==> config.mk <==
export PLATFORM = sky130hd
export DESIGN_NAME = tfi_cell
export DESIGN_NICKNAME = d
export VERILOG_FILES = /design/src/hw/rtl/tfi_pkg.sv /design/src/hw/rtl/tfi_cell.sv
export SDC_FILE = /design/constraint.sdc
export NUM_CORES = 1
export LEC_CHECK = 0
export ABC_AREA = 1
export ABC_CLOCK_PERIOD_IN_PS = 6400
export BUFFER_PORTS_ARGS = -buffer_cell sky130_fd_sc_hd__clkbuf_2
export CAP_MARGIN = 10
export CORE_MARGIN = 2
export CORE_UTILIZATION = 57
export CTS_CLUSTER_DIAMETER = 60
export CTS_CLUSTER_SIZE = 30
export DETAILED_ROUTE_END_ITERATION = 8
export MAX_ROUTING_LAYER = met4
export PLACE_DENSITY = 0.83
export SLEW_MARGIN = 20
export SYNTH_ARGS = -nofsm -noshare
export SYNTH_HDL_FRONTEND = slang
export SYNTH_SLANG_ARGS = --single-unit
==> constraint.sdc <==
create_clock -name clk -period 6.4 [get_ports clk]
set_input_delay 1.28 -clock clk [delete_from_list [all_inputs] [get_ports clk]]
set_output_delay 1.28 -clock clk [all_outputs]
set_load 0.01 [all_outputs]
==> src/hw/rtl/tfi_pkg.sv <==
// Shared types and constants for the tolerant tuple find-or-insert table.
`timescale 1ns / 1ps
`default_nettype none

package tfi_pkg;

  // Fixed field widths
  localparam int VAL_W      = 32;
  localparam int NUM_VALUES = 5;
  localparam int TOL_W      = 31;
  localparam int FU_W       = 3;
  localparam int ID_W       = 10;
  localparam int CFG_IDX_W  = 2;
  localparam int CFG_DATA_W = 31;
  localparam int OUT_DATA_W = 16;
  localparam int OUT_USER_W = 2;

  // Defaults for the top-level parameters
  localparam int TABLE_DEPTH_DEF = 256;
  localparam int MAX_FIELDS_DEF  = 5;

  // Configuration register indexes
  localparam logic [CFG_IDX_W-1:0] CFG_FIELDS_USED     = 2'd0;
  localparam logic [CFG_IDX_W-1:0] CFG_MATCH_TOLERANCE = 2'd1;

  // Reset values of the configuration registers
  localparam logic [FU_W-1:0]  FIELDS_USED_RST = 3'd5;
  localparam logic [TOL_W-1:0] TOLERANCE_RST   = 31'd1;

  // Special result ids
  localparam logic [ID_W-1:0] ID_EMPTY = 10'h3FF;
  localparam logic [ID_W-1:0] ID_FULL  = 10'h000;

  // Sequencer states
  typedef enum logic [1:0] {
    ST_IDLE,
    ST_CMP,
    ST_SCAN,
    ST_RESP
  } tfi_state_t;

  // Per-cycle control broadcast along the cell row
  typedef struct packed {
    logic cmp;    // load hit flags from a fresh compare
    logic shift;  // hit flags move one cell toward cell 0
    logic wr;     // store the query in the cell addressed by the fill count
  } cell_ctrl_t;

endpackage

`default_nettype wire

==> src/hw/rtl/tfi_cell.sv <==
// One table entry: stored fields, tolerance compare and a shifting hit flag.
`timescale 1ns / 1ps
`default_nettype none

module tfi_cell
  import tfi_pkg::*;
#(
  parameter int MAX_FIELDS = MAX_FIELDS_DEF
) (
  input  wire logic                                clk,
  input  wire logic                                rst,
  input  wire cell_ctrl_t                          ctrl,
  input  wire logic                                live,     // entry index below fill count
  input  wire logic                                sel,      // entry index equals fill count
  input  wire logic [MAX_FIELDS-1:0][VAL_W-1:0]    query,
  input  wire logic [FU_W-1:0]                     active_n,
  input  wire logic [TOL_W-1:0]                    tol,
  input  wire logic                                hit_in,
  output logic                                     hit_out
);

  logic [MAX_FIELDS-1:0][VAL_W-1:0] entry;
  logic                             hit;
  logic [MAX_FIELDS-1:0]            field_ok;
  logic                             match;

  // Entry storage, written once on insert
  always_ff @(posedge clk) begin
    if (ctrl.wr && sel) begin
      entry <= query;
    end
  end

  // Per-field window check: -tol <= query - entry <= tol
  always_comb begin
    logic signed [VAL_W:0] diff;
    logic signed [VAL_W:0] lim;
    lim = $signed({2'b00, tol});
    for (int j = 0; j < MAX_FIELDS; j++) begin
      diff = $signed({query[j][VAL_W-1], query[j]}) - $signed({entry[j][VAL_W-1], entry[j]});
      field_ok[j] = (FU_W'(j) >= active_n) || ((diff <= lim) && (diff >= -lim));
    end
  end

  assign match = &field_ok;

  // Hit flag: loaded by compare, then handed toward the head of the row
  always_ff @(posedge clk) begin
    if (rst) begin
      hit <= 1'b0;
    end else if (ctrl.cmp) begin
      hit <= live && match;
    end else if (ctrl.shift) begin
      hit <= hit_in;
    end
  end

  assign hit_out = hit;

endmodule

`default_nettype wire

==> flow_metrics.tcl <==
set metrics [dict create \
    clock_skew_ns 0.0171 \
    required_ns 6.85 \
    grt_pass1_vias 19558 \
    fin_crit_sh_pct 84.1 \
    grt_use_total_pct 34.6 \
    synthArstFlopShare_pct 0 \
    cts_tree "yes" \
    start_util_pct 57.4 \
    drv_slew 0 \
    placed_area_um2 23100 \
    fmax_ghz 0.186 \
    first_pass_iters 6 \
    ant_nets 0 \
    ys_ff_latch 161 \
    yosysTopAreaCellShare_pct 27.8 \
    end_kind "register" \
    rsz0062_at_grt "false" \
    relSlewSlack_pct 20.2 \
    cp_slowest_cell "xor2_1" \
    worst_pin_slew_ns 1.18 \
    worstPathMaxFanout 6 \
    hpwlAfterDp_mm 54.1 \
    wl_per_cell_um 18.4 \
    cts_setup_buffers 0 \
    place_congestion 1.02 \
    worstSkewPairLatency_ns 0.51 \
    die_x_um 198 \
    grt-ovfl-total 0 \
    fp-row-count 71 \
    setup_tns_ns 0 \
    yosys_warnings 0 \
    synthDistinctLibCells 49 \
    post_cts_resize_count 0 \
    antenna_found_initial 7 \
    multi_input_area_um2 15100 \
    grt_pass1_wl_mm 101 \
    status "completed" \
    core_um2 37300 \
    leakagePower_nw 12.2 \
    ys_top_cells_by_area "ha_1, edfxtp_1, nand2_1" \
    fin_crit_ns 5.38 \
    nFillCells 3304 \
    syn-num-nets 3498 \
    numCtsBuffers 17 \
    num_vias 20538 \
    clockBufferDepth 2 \
    cts.sinks 161 \
    ioPinCount 203 \
    syn_avg_cell_area_um2 7.61 \
    vias_per_cell 5.79 \
    peakVddDrop_mv 0.245 \
    synth_edf_count 160 \
    die_area_um2 39100 \
    drive_above_1_share_pct 9.46 \
    cp.arrival_ns 5.83 \
    hold_class "register to register" \
    grt_start_max_net_pins 60 \
    area_growth_syn_to_layout_pct 10.8 \
    fin_ws_ns 1.02 \
    worstSetupPathType "input port to register" \
    hold_slack_ns 0.864 \
    slowest_delay_ns 0.63 \
    htreeDepth 4 \
    setup_viol 0 \
    dp_slack_ns 0.682 \
    synthCells 2815 \
    port-buffer-count 202 \
    ys.flop_type "edfxtp_1" \
    dieHeight_um 198 \
    regArea_um2 4820 \
    cts_hold_buf 0 \
    drt_iter0_drc 1825 \
    synth_seq_area_share_pct 22.5 \
    hold_violations 0 \
    power.density_nw_per_um2 212 \
    wirelength_mm 65.3 \
    layout.nets 3734 \
    drc 0 \
    clk_pin_slew_ns 0.08 \
    fin_area_um2 23700 \
    crit_chain "clkbuf_2 > inv_1 > ha_1 > nand3_1 > nor2_2 > nand4_1 > nor2_1 > nand4_1 > nor4_1 > nand4_1 > xor2_1 > ha_1 > nand4_1 > nor3_1 > and3_1 > nand3b_1 > nand3_1 > nand2_1 > nand3_1 > nand2_1 > o21ai_1 > nand3_1 > a21oi_1" \
    cts-root-buf "clkbuf_16" \
    synth_area_um2 21400 \
    maxCapViolations 0 \
    critPathLaunchType "input port" \
    yosys.area.top_type "ha_1" \
]
==> where the power goes <==
group	switching (mW)	internal, mW
combinational	1.70	1.00
sequential	0.0194	1.24
clock	0.508	0.576
total	2.23	2.81
==> Yosys cell counts (3+ instances only) <==
| cell type | number |
|---|---|
| nand2_1 | 592 |
| ha_1 | 476 |
| inv_1 | 395 |
| a21oi_1 | 317 |
| nor2_1 | 210 |
| edfxtp_1 | 160 |
| o21ai_0 | 132 |
| xor2_1 | 105 |
| nand3_1 | 85 |
| xnor2_1 | 62 |
| nand4_1 | 57 |
| nor3_1 | 38 |
| a21o_1 | 27 |
| nor4_1 | 21 |
| a31oi_1 | 18 |
| o21a_1 | 11 |
| o21bai_1 | 11 |
| o211ai_1 | 9 |
| o21ai_1 | 8 |
| o21ai_2 | 8 |
| nand3b_1 | 7 |
| a21boi_0 | 6 |
| fa_1 | 5 |
| nor3_2 | 5 |
| nand2_2 | 4 |
| a221oi_1 | 3 |
| and3_1 | 3 |
| inv_2 | 3 |
| nand3_2 | 3 |
| nand4_2 | 3 |
| o21bai_2 | 3 |
| o31ai_1 | 3 |
==> metrics by stage <==
step	cells	util (%)	power (mW)
2_1_floorplan	2815	-	3.17
3_3_place_gp	3506	62.0	3.80
3_5_place_dp	3506	62.0	3.90
4_1_cts	3538	63.6	5.01
5_1_grt	3545	63.6	5.43
6_report	3545	63.6	5.04
==> cell usage in the layout, fill, tap and decap left out, types with 85 or more instances in the layout <==
master and instances:
xor2_1 105, nand3_1 85, edfxtp_1 160, clkbuf_2 202, ha_1 476, o21ai_0 131, nor2_1 210, nand2_1 592
a21oi_1 317, inv_1 394
==> flip-flops by register name (all words and copies together), names as in the netlist <==
name,count
entry,160
hit_out,1
==> kinds of logic (layout without fill, tap and decap cells) <==
group,after synthesis,after routing,share of synthesized area (%)
buffers and inverters,398,647,6.98
AND/OR/NAND/NOR,1037,1037,20.6
other,0,7,0
XOR/XNOR,167,167,6.83
adder cells (fa/ha/maj),481,481,28.3
flip-flops,161,161,22.5
AO/OA/AOI/OAI,570,570,14.7
multiplexers,1,1,0.0526
==> layer usage <==
metal | part of all wire, % | GRT usage, % | up-vias
met3 | 8.2 | 6.76 | 154
met2 | 44 | 53.8 | 799
met1 | 44 | 44.0 | 9391
met5 | 0 | - | -
li1 | - | - | 10194
met4 | 3.8 | 14.5 | 0
==> final timing paths <==
| check | from | to | slack (ns) | cells after the start |
|---|---|---|---|---|
| max | tol[1] | hit_out | 1.02 | 23 |
| min | hit_out | hit_out | 0.86 | 3 |
| max reg2reg | entry[96] | hit_out | 1.68 | 26 |
| min reg2reg | hit_out | hit_out | 0.86 | 3 |
==> critical path: cells and delay by family <==
family                   cells  cell delay, ns
XOR/XNOR                     1            0.63
adder cells (fa/ha/maj)      2            0.56
buffers and inverters        2            0.34
AND/OR/NAND/NOR             16            2.73
AO/OA/AOI/OAI                2            0.27
==> layout make-up <==
type / instances / area share, %
clock inverters: 15 / 0.669
clock buffers: 17 / 1.79
inverters: 398 / 6.31
well taps: 474 / 2.50
repair buffers: 217 / 4.73
diodes: 7 / 0.0738
multi-input cells: 2256 / 63.6
flip-flops and latches: 161 / 20.3
Power figures use the tool's default switching activity.
